===== src/rtl/smir_pkg.sv =====
// ----------------------------------------------------------------------------
// smir_pkg
// Shared types and codes of the segmented memory with id recycling.
// ----------------------------------------------------------------------------
package smir_pkg;

   localparam int WORD_W = 32;

   typedef logic [2:0] op_type;
   typedef logic [2:0] status_type;

   localparam op_type OP_MAP    = 3'd0;
   localparam op_type OP_UNMAP  = 3'd1;
   localparam op_type OP_READ   = 3'd2;
   localparam op_type OP_WRITE  = 3'd3;
   localparam op_type OP_APPEND = 3'd4;
   localparam op_type OP_LOAD   = 3'd5;

   localparam status_type ST_OK        = 3'd0;
   localparam status_type ST_UNMAPPED  = 3'd1;
   localparam status_type ST_RANGE     = 3'd2;
   localparam status_type ST_NO_ID     = 3'd3;
   localparam status_type ST_TOO_LARGE = 3'd4;

   typedef struct packed {
      op_type              operation;
      logic [5:0]          segment;
      logic [9:0]          index;
      logic [WORD_W-1:0]   word;
      logic [10:0]         length;
   } req_type;

   typedef struct packed {
      logic [WORD_W-1:0]   read_word;
      status_type          status;
   } rsp_type;

endpackage


===== src/rtl/smir_id_fifo.sv =====
// ----------------------------------------------------------------------------
// smir_id_fifo
// Queue of released segment ids, oldest first.
// ----------------------------------------------------------------------------
module smir_id_fifo #(
   parameter int SEGMENTS = 64
) (
   input  logic                          clock,
   input  logic                          reset,
   input  logic                          push,
   input  logic [$clog2(SEGMENTS)-1:0]   push_id,
   input  logic                          pop,
   output logic [$clog2(SEGMENTS)-1:0]   head_id,
   output logic                          empty,
   output logic                          full
);
   import smir_pkg::*;

   localparam int SEG_W = $clog2(SEGMENTS);
   localparam int CNT_W = $clog2(SEGMENTS + 1);

   logic [SEG_W-1:0] mem [SEGMENTS];
   logic [SEG_W-1:0] head_id_ff;
   logic [SEG_W-1:0] head_ff, head_in;
   logic [SEG_W-1:0] tail_ff, tail_in;
   logic [CNT_W-1:0] count_ff, count_in;

   always_comb begin
      head_in  = head_ff;
      tail_in  = tail_ff;
      count_in = count_ff;
      if (push) begin
         tail_in  = (tail_ff == SEG_W'(SEGMENTS - 1)) ? '0 : SEG_W'(tail_ff + 1'b1);
         count_in = CNT_W'(count_ff + 1'b1);
      end else if (pop) begin
         head_in  = (head_ff == SEG_W'(SEGMENTS - 1)) ? '0 : SEG_W'(head_ff + 1'b1);
         count_in = CNT_W'(count_ff - 1'b1);
      end
   end

   always_ff @(posedge clock) begin
      if (reset) begin
         head_ff  <= '0;
         tail_ff  <= '0;
         count_ff <= '0;
      end else begin
         head_ff  <= head_in;
         tail_ff  <= tail_in;
         count_ff <= count_in;
      end
   end

   always_ff @(posedge clock) begin
      if (push) begin
         mem[tail_ff] <= push_id;
      end
      head_id_ff <= mem[head_ff];
   end

   assign head_id = head_id_ff;
   assign empty   = (count_ff == '0);
   assign full    = (count_ff == CNT_W'(SEGMENTS));

endmodule

===== config.mk =====
export PLATFORM = sky130hd
export DESIGN_NAME = smir_id_fifo
export DESIGN_NICKNAME = d
export VERILOG_FILES = /design/src/rtl/smir_pkg.sv /design/src/rtl/smir_id_fifo.sv
export SDC_FILE = /design/constraint.sdc
export NUM_CORES = 1
export LEC_CHECK = 0
export BUFFER_PORTS_ARGS = -buffer_cell sky130_fd_sc_hd__buf_2
export CAP_MARGIN = 10
export CORE_ASPECT_RATIO = 1.5
export CORE_MARGIN = 5
export CORE_UTILIZATION = 55
export CTS_CLUSTER_SIZE = 30
export DETAILED_ROUTE_END_ITERATION = 10
export PLACE_DENSITY = 0.73
export SLEW_MARGIN = 20
export SYNTH_ARGS = -nofsm -noshare
export SYNTH_HDL_FRONTEND = slang
export SYNTH_SLANG_ARGS = --single-unit

===== constraint.sdc =====
create_clock -name clock -period 2.21 [get_ports clock]
set_input_delay 0.3315 -clock clock [delete_from_list [all_inputs] [get_ports clock]]
set_output_delay 0.3315 -clock clock [all_outputs]
set_load 0.005 [all_outputs]

==> key figures, run 1 <==
Finish
  • Final net count: between 1000 and 1500
  • Antenna fix cells: 0
  • Area growth syn-to-layout: 16.2%
  • Share of cells above drive strength 1: 0.292
  • Layout fillers: 2011
  • Final non-filler cell total: roughly 1400

Yosys
  • Sequential share of the synthesized area: 0.742
  • Syn Nets: just under 900
  • Top cell type by total area after synthesis: edfxtp_1
  • Post-synth EDFFs: 384
  • Avg Inst Size Synth: 18.7 sq um
  • Ys async rst share: 0
  • Netlist cell types: between 40 and 50
  • Yosys reg bits: 409
  • Ys Warns: 0
  • Synth top area cells: edfxtp_1, mux4_2, dfxtp_1, nor2_1, mux2i_1
  • Post-Synthesis Cells: 866
  • Synth top cells by count: edfxtp_1, mux4_2, nor2_1, nand2_1, clkbuf_1
  • Main synth FF type: edfxtp_1
  • Most numerous cell in the Yosys netlist: edfxtp_1
  • Yosys top cell area share: 0.711
  • Netlist Area Pre-Place: 16200 sq um

Global route
  • Vias in the first global route: 8828
  • Initial antenna violation count: 0
  • First-pass GRT wire length: 53600 um
  • Largest net degree at the start of global routing: 65
  • Grt total ovfl: 0
  • Total GRT Usage: 0.221

Detailed routing
  • Initial DRC count: about 790
  • DRC: 0
  • Pre-antenna DRT Iters: 5
  • Final wirelength: 34900 um
  • Post-DRT Antenna Nets: 0
  • Routed WL per cell: 24.6 um
  • Via/cell ratio: 5.95
  • Vias: 8457

Timing
  • Fin Hold WS: 0.196 ns
  • Worst slew margin: 0.489
  • Setup TNS Final: 0 ns
  • Fmax: 0.470 GHz
  • Min Tclk post-route: 2.13 ns
  • Worst Max-Slew Pin Slew: about 0.77 ns
  • Fin. max-slew vios: 0
  • Final worst path period share: 0.963
  • Final setup fails: 0
  • Final WS setup: 0.0822 ns
  • Worst Clk Skew: 0.0181 ns
  • Final hold vios: 0

Placement
  • Final Wtd Congestion: 0.842
  • Placed Instances: 1355
  • Port Buffers: 17
  • Final HPWL DP: 23100 um
  • DP Worst Slack: between 0.05 and 0.06 ns

Setup path
  • Worst R2R Setup Slack: 0.08 ns
  • Required time of the critical path: ~2.6 ns
  • Startpoint types: flop
  • Worst Path Buf+Inv: 1
  • Most used cell, CP: mux4_2
  • RR Endpoint: head_id[4]
  • Worst path max stage delay: 0.59 ns
  • R2r startpoint: head_ff[0]
  • Worst r2r path cells: 5
  • Critical Path AT: 2.54 ns
  • Critical path capture point type: flop
  • Crit Path Class: reg -> reg
  • Worst-path cell chain: buf_4 > mux4_2 > mux4_2 > nand2_1 > nand3_1
  • Crit-path slowest cell: mux4_2
  • Crit path max fanout: 13
  • Cell family with most CP delay: multiplexers

Pwr
  • Maximum VDD drop: 0.459 mV
  • Final total power: 15.7 mW
  • Static leakage: ~6 nW
  • Pwr Density: 831 nW/um^2

Clock tree
  • CTS tree: done
  • Clock-pin transition on the worst setup and hold timing paths: 0.06 ns
  • Cts bufs inserted: 36
  • Clock Sinks: 409
  • Max H-tree Level: 2
  • CTS Buffer Depth: 3
  • Root Buffer: clkbuf_16
  • Clk Latency, worst-skew pair: 0.53 ns

Die
  • Total core area: 29300 sq um
  • Die height: 220 um
  • Die area: 33100 sq um
  • Die Wd: between 150 and 200 um
  • Placement row count: 77
  • Number of I/O pins: 18
  • Initial Utilization: 0.554

Run status
  • Outcome: finished clean

Worst hold path
  • WHS Path Cells: 2
  • Worst Hold Class: in -> reg
  • Hold endpoint: head_ff[4]
  • Hold Crit Start: reset

Flow run
  • Max-capacitance violation count: 0
-- metal layers --
metal | GRT usage | wire (um) | vias up
met5 | 0 | 0 | -
met4 | 0.0723 | 1280 | 0
met3 | 0.0316 | 1800 | 67
met2 | 0.399 | 18900 | 290
met1 | 0.275 | 12900 | 4360
li1 | - | - | 3740
-- kinds of logic (layout without fill, tap and decap cells) --
kind of cell	Yosys count	in the layout	synth area share
mux	129	129	0.153
xor+xnor	9	9	0.00486
simple gates	195	195	0.0521
flops	409	409	0.742
fa+ha+maj	8	8	0.00663
compound gates	63	63	0.0261
buf+inv	53	213	0.0157
-- worst max path at each step --
stage	start	end	cells past startpoint
after floorplan	push	count_ff[6]	9
after global placement	head_ff[0]	head_id[0]	6
after detailed placement	head_ff[0]	head_id[1]	6
after CTS	head_ff[0]	head_id[1]	6
after global routing	head_ff[0]	head_id[0]	6
final	head_ff[0]	head_id[4]	5
-- final cells by class --
type                    instances  area, sq um  share of cell area
flip-flops and latches        409        12000               0.639
clock inverters                21          204              0.0108
well taps                     395          494              0.0262
clock buffers                  45          977              0.0518
repair buffers                141         1150              0.0609
multi-input cells             404         3960               0.210
inverters                       6         22.5             0.00119
-- placed cells by master, fill, tap and decap left out, types with 3 or more instances in the layout --
cell type  instances
xor2_1             5
nor2b_1            9
inv_1              4
o21ai_0           15
a211oi_1           4
o221ai_1           4
mux2i_1           24
ha_1               7
nand2_1           47
a21oi_1           11
dfxtp_1           22
clkinv_1          15
clkbuf_1           7
nor2_1            91
nand3_1           12
nand4_1            5
clkbuf_16         38
a221oi_2           3
a22oi_1            8
xnor2_1            4
buf_12             9
o21a_1             4
nor3_1            17
nand2b_1           4
mux2_2            10
mux4_2            94
buf_2             17
edfxtp_1         384
bufinv_16          4
buf_4            114
-- flip-flops by register name (all words and copies together) (netlist names) --
| register | flops |
|---|---|
| tail_ff | 6 |
| mem | 384 |
| head_id | 6 |
| head_ff | 6 |
| count_ff | 7 |
-- per-stage QoR --
stage	util	area [sq um]
floorplan	-	16200
global placement	0.602	17600
detailed placement	0.602	17600
CTS	0.642	18800
global route	0.644	18800
finish	0.644	18800
-- what timing repair did --
| item | 4_1_cts | 5_1_grt |
|---|---|---|
| hold buffers | 0 | 0 |
| endpoints found under the setup margin | 0 | 5 |
| gates resized for setup | 0 | 6 |
| buffers inserted | 0 | 0 |
-- power breakdown --
group / total [mW] / switching [mW] / internal, mW
clock network: 6.25 / 2.64 / 3.62
registers: 8.58 / 0.0515 / 8.52
logic: 0.830 / 0.467 / 0.363
Power figures use the tool's default switching activity.
==> run 2, diff against run 1 <==
Settings changed: CORE_UTILIZATION 55 to 56, GPL_TIMING_DRIVEN set to 0, MAX_ROUTING_LAYER set to met4, PLACE_DENSITY 0.73 to 0.74.
==> key figures, run 2 (synthesized netlist as in run 1, its figures left out) <==
Run status
  • Outcome: complete, but fails checks (was finished clean)
  • Failing checks: negative setup slack

Timing
  • Min Tclk post-route: 2.27 ns (was 2.13 ns)
  • Worst Clk Skew: 0.0194 ns (was 0.0181 ns)
  • Worst Max-Slew Pin Slew: 1.10 ns (was 0.766 ns)
  • Fmax: 0.440 GHz (was 0.470 GHz)
  • Fin Hold WS: 0.294 ns (was 0.196 ns)
  • Fin. max-slew vios: 0 (unchanged)
  • Final hold vios: 0 (unchanged)
  • Final worst path period share: 1.03 (was 0.963)
  • RSZ-0062 raised after global routing: yes
  • Final setup fails: 53 (was 0)
  • Worst slew margin: 0.268 (was 0.489)
  • Final WS setup: -0.0641 ns (was 0.0822 ns)

Clock tree
  • Clock Sinks: 409 (unchanged)
  • Root Buffer: clkbuf_16 (unchanged)
  • Clock-pin transition on the worst setup and hold timing paths: 0.07 ns (was 0.06 ns)
  • CTS Buffer Depth: 3 (unchanged)
  • CTS tree: done (unchanged)
  • Clk Latency, worst-skew pair: 0.53 ns (about the same)
  • Cts bufs inserted: 36 (unchanged)
  • Hold-fix buffers at CTS: 0 (unchanged)
  • Max H-tree Level: 2 (unchanged)

Finish
  • Final net count: 938 (was 1016)
  • Area taken by multi-input logic gates: 4170 sq um (was 3960 sq um)
  • Largest Register: mem (unchanged)
  • Area growth syn-to-layout: 12.6% (was 16.2%)
  • Commonest non-fill, non-tap cell in the layout: edfxtp_1 (unchanged)
  • FF/Latch Area: 12000 sq um (about the same)
  • Top Registers: mem x384, count_ff x7 (unchanged)
  • Commonest cells after routing, fill and taps aside: edfxtp_1, mux4_2, nor2_1, nand2_1, nor2_2 (was edfxtp_1, buf_4, mux4_2, nor2_1, nand2_1)
  • Share of cells above drive strength 1: 0.275 (was 0.292)
  • Max reg flops: 384 (unchanged)
  • Antenna fix cells: 0 (unchanged)
  • Layout fillers: 1911 (was 2011)

Setup path
  • Crit path max fanout: 9 (was 13)
  • Startpoint types: flop (unchanged)
  • Crit Path Class: reg -> reg (unchanged)
  • RR Endpoint: mem[35][1] (was head_id[4])
  • Critical Path AT: 2.45 ns (was 2.54 ns)
  • Required time of the critical path: 2.39 ns (was 2.62 ns)
  • Critical path capture point type: flop (unchanged)
  • R2r startpoint: tail_ff[0] (was head_ff[0])
  • Worst r2r path cells: 3 (was 5)
  • Worst R2R Setup Slack: -0.06 ns (was 0.08 ns)

Detailed routing
  • Initial DRC count: 717 (was 787)
  • Post-DRT Antenna Nets: 0 (unchanged)
  • DRC: 0 (unchanged)
  • Routed WL per cell: 26.3 um (was 24.6 um)
  • Vias: 8209 (was 8457)
  • Wl on met1: 12700 um (was 12900 um)
  • Via/cell ratio: 6.14 (was 5.95)
  • Wire length on met2: 18600 um (was 18900 um)
  • Final wirelength: 35100 um (was 34900 um)
  • Pre-antenna DRT Iters: 5 (unchanged)
  • Top sig layer: met4 (unchanged)
  • Routed length on met3: 2130 um (was 1800 um)

Placement
  • Final Wtd Congestion: 0.940 (was 0.842)
  • Port Buffers: 16 (was 17)
  • Final HPWL DP: 23200 um (was 23100 um)

Worst hold path
  • Worst Hold Class: in -> reg (unchanged)
  • WHS Path Cells: 2 (unchanged)
  • Hold endpoint: count_ff[4] (was head_ff[4])
  • Hold Crit Start: reset (unchanged)

Global route
  • Largest net degree at the start of global routing: 65 (unchanged)
  • First-pass GRT wire length: 53500 um (was 53600 um)
  • Total GRT Usage: 0.231 (was 0.221)
  • Initial antenna violation count: 0 (unchanged)
  • Vias in the first global route: 8513 (was 8828)
  • Grt total ovfl: 0 (unchanged)

Die
  • Die area: 32500 sq um (was 33100 sq um)
  • Die height: 218 um (was 220 um)
  • Total core area: 28600 sq um (was 29300 sq um)
  • Number of I/O pins: 18 (unchanged)
  • Initial Utilization: 0.567 (was 0.554)
  • Placement row count: 76 (was 77)
  • Die Wd: 149 um (was 150 um)

Pwr
  • Static leakage: 5.60 nW (was 6.11 nW)
  • Maximum VDD drop: 0.436 mV (was 0.459 mV)
  • Pwr Density: 848 nW/um^2 (was 831 nW/um^2)
  • Final total power: 15.5 mW (was 15.7 mW)

Flow run
  • Max-capacitance violation count: 0 (unchanged)
==> run 2: cell count changes in the layout (fill, tap and decap cells not counted), moves of 6 or more <==
cell,delta
buf_4,-106
nor2_1,-44
mux2i_2,+6
clkbuf_1,+25
buf_12,-7
clkinv_1,-10
nor2_2,+41
buf_6,+7
mux2i_1,-9
==> run 2: worst max-delay path by stage <==
stage / startpoint / to / slack [ns] / cells past startpoint
5_1_grt: tail_ff[3] / mem[13][3] / -0.13 / 5
6_report: tail_ff[0] / mem[35][1] / -0.06 / 3
3_5_place_dp: push / mem[38][0] / -0.71 / 6
2_1_floorplan: push / count_ff[6] / 0.03 / 9
3_3_place_gp: push / mem[38][3] / -0.68 / 6
4_1_cts: tail_ff[2] / mem[57][2] / -0.1 / 4
==> run 2: timing repair <==
| action | 4_1_cts | 5_1_grt |
|---|---|---|
| endpoints found under the setup margin | 144 | 265 |
| resized for setup | 64 | 50 |
| pin swaps | 1 | 0 |
| setup buffers | 1 | 0 |
==> run 2: through the flow <==
stage	setup WS (ns)	TNS, ns	instances	area [sq um]	util
after floorplan	0.0324	0	866	16200	-
after global routing	-0.133	-5.92	1336	18300	0.638
after detailed placement	-0.708	-162.77	1272	16800	0.587
after global placement	-0.682	-150.24	1272	16800	0.587
final	-0.0641	-1.60	1336	18300	0.638
after CTS	-0.0989	-1.30	1337	18100	0.633
==> run 2: layer usage <==
layer,up-vias,global-route usage
met3,85,0.0322
met5,-,-
met2,344,0.393
met1,4196,0.280
li1,3584,-
met4,0,0.0968
==> run 2: worst max-delay path: stages (launching register included) <==
cell      delay, ns
dfxtp_1        0.34
clkbuf_1       0.36
nand3_1        0.64
nor2_2         0.57
==> run 2: layout make-up <==
class	instances	share of cell area
sequential	409	0.658
multi-input combinational	404	0.228
clock buffer	53	0.0550
tap	390	0.0267
buffer	46	0.0183
clock inverter	11	0.00657
timing repair buffer	17	0.00548
inverter	6	0.00123
==> run 2: power by group <==
part	switching [mW]	total [mW]	internal, mW
Combinational	0.509	0.849	0.340
Clock	2.66	6.08	3.42
Sequential	0.0357	8.56	8.53
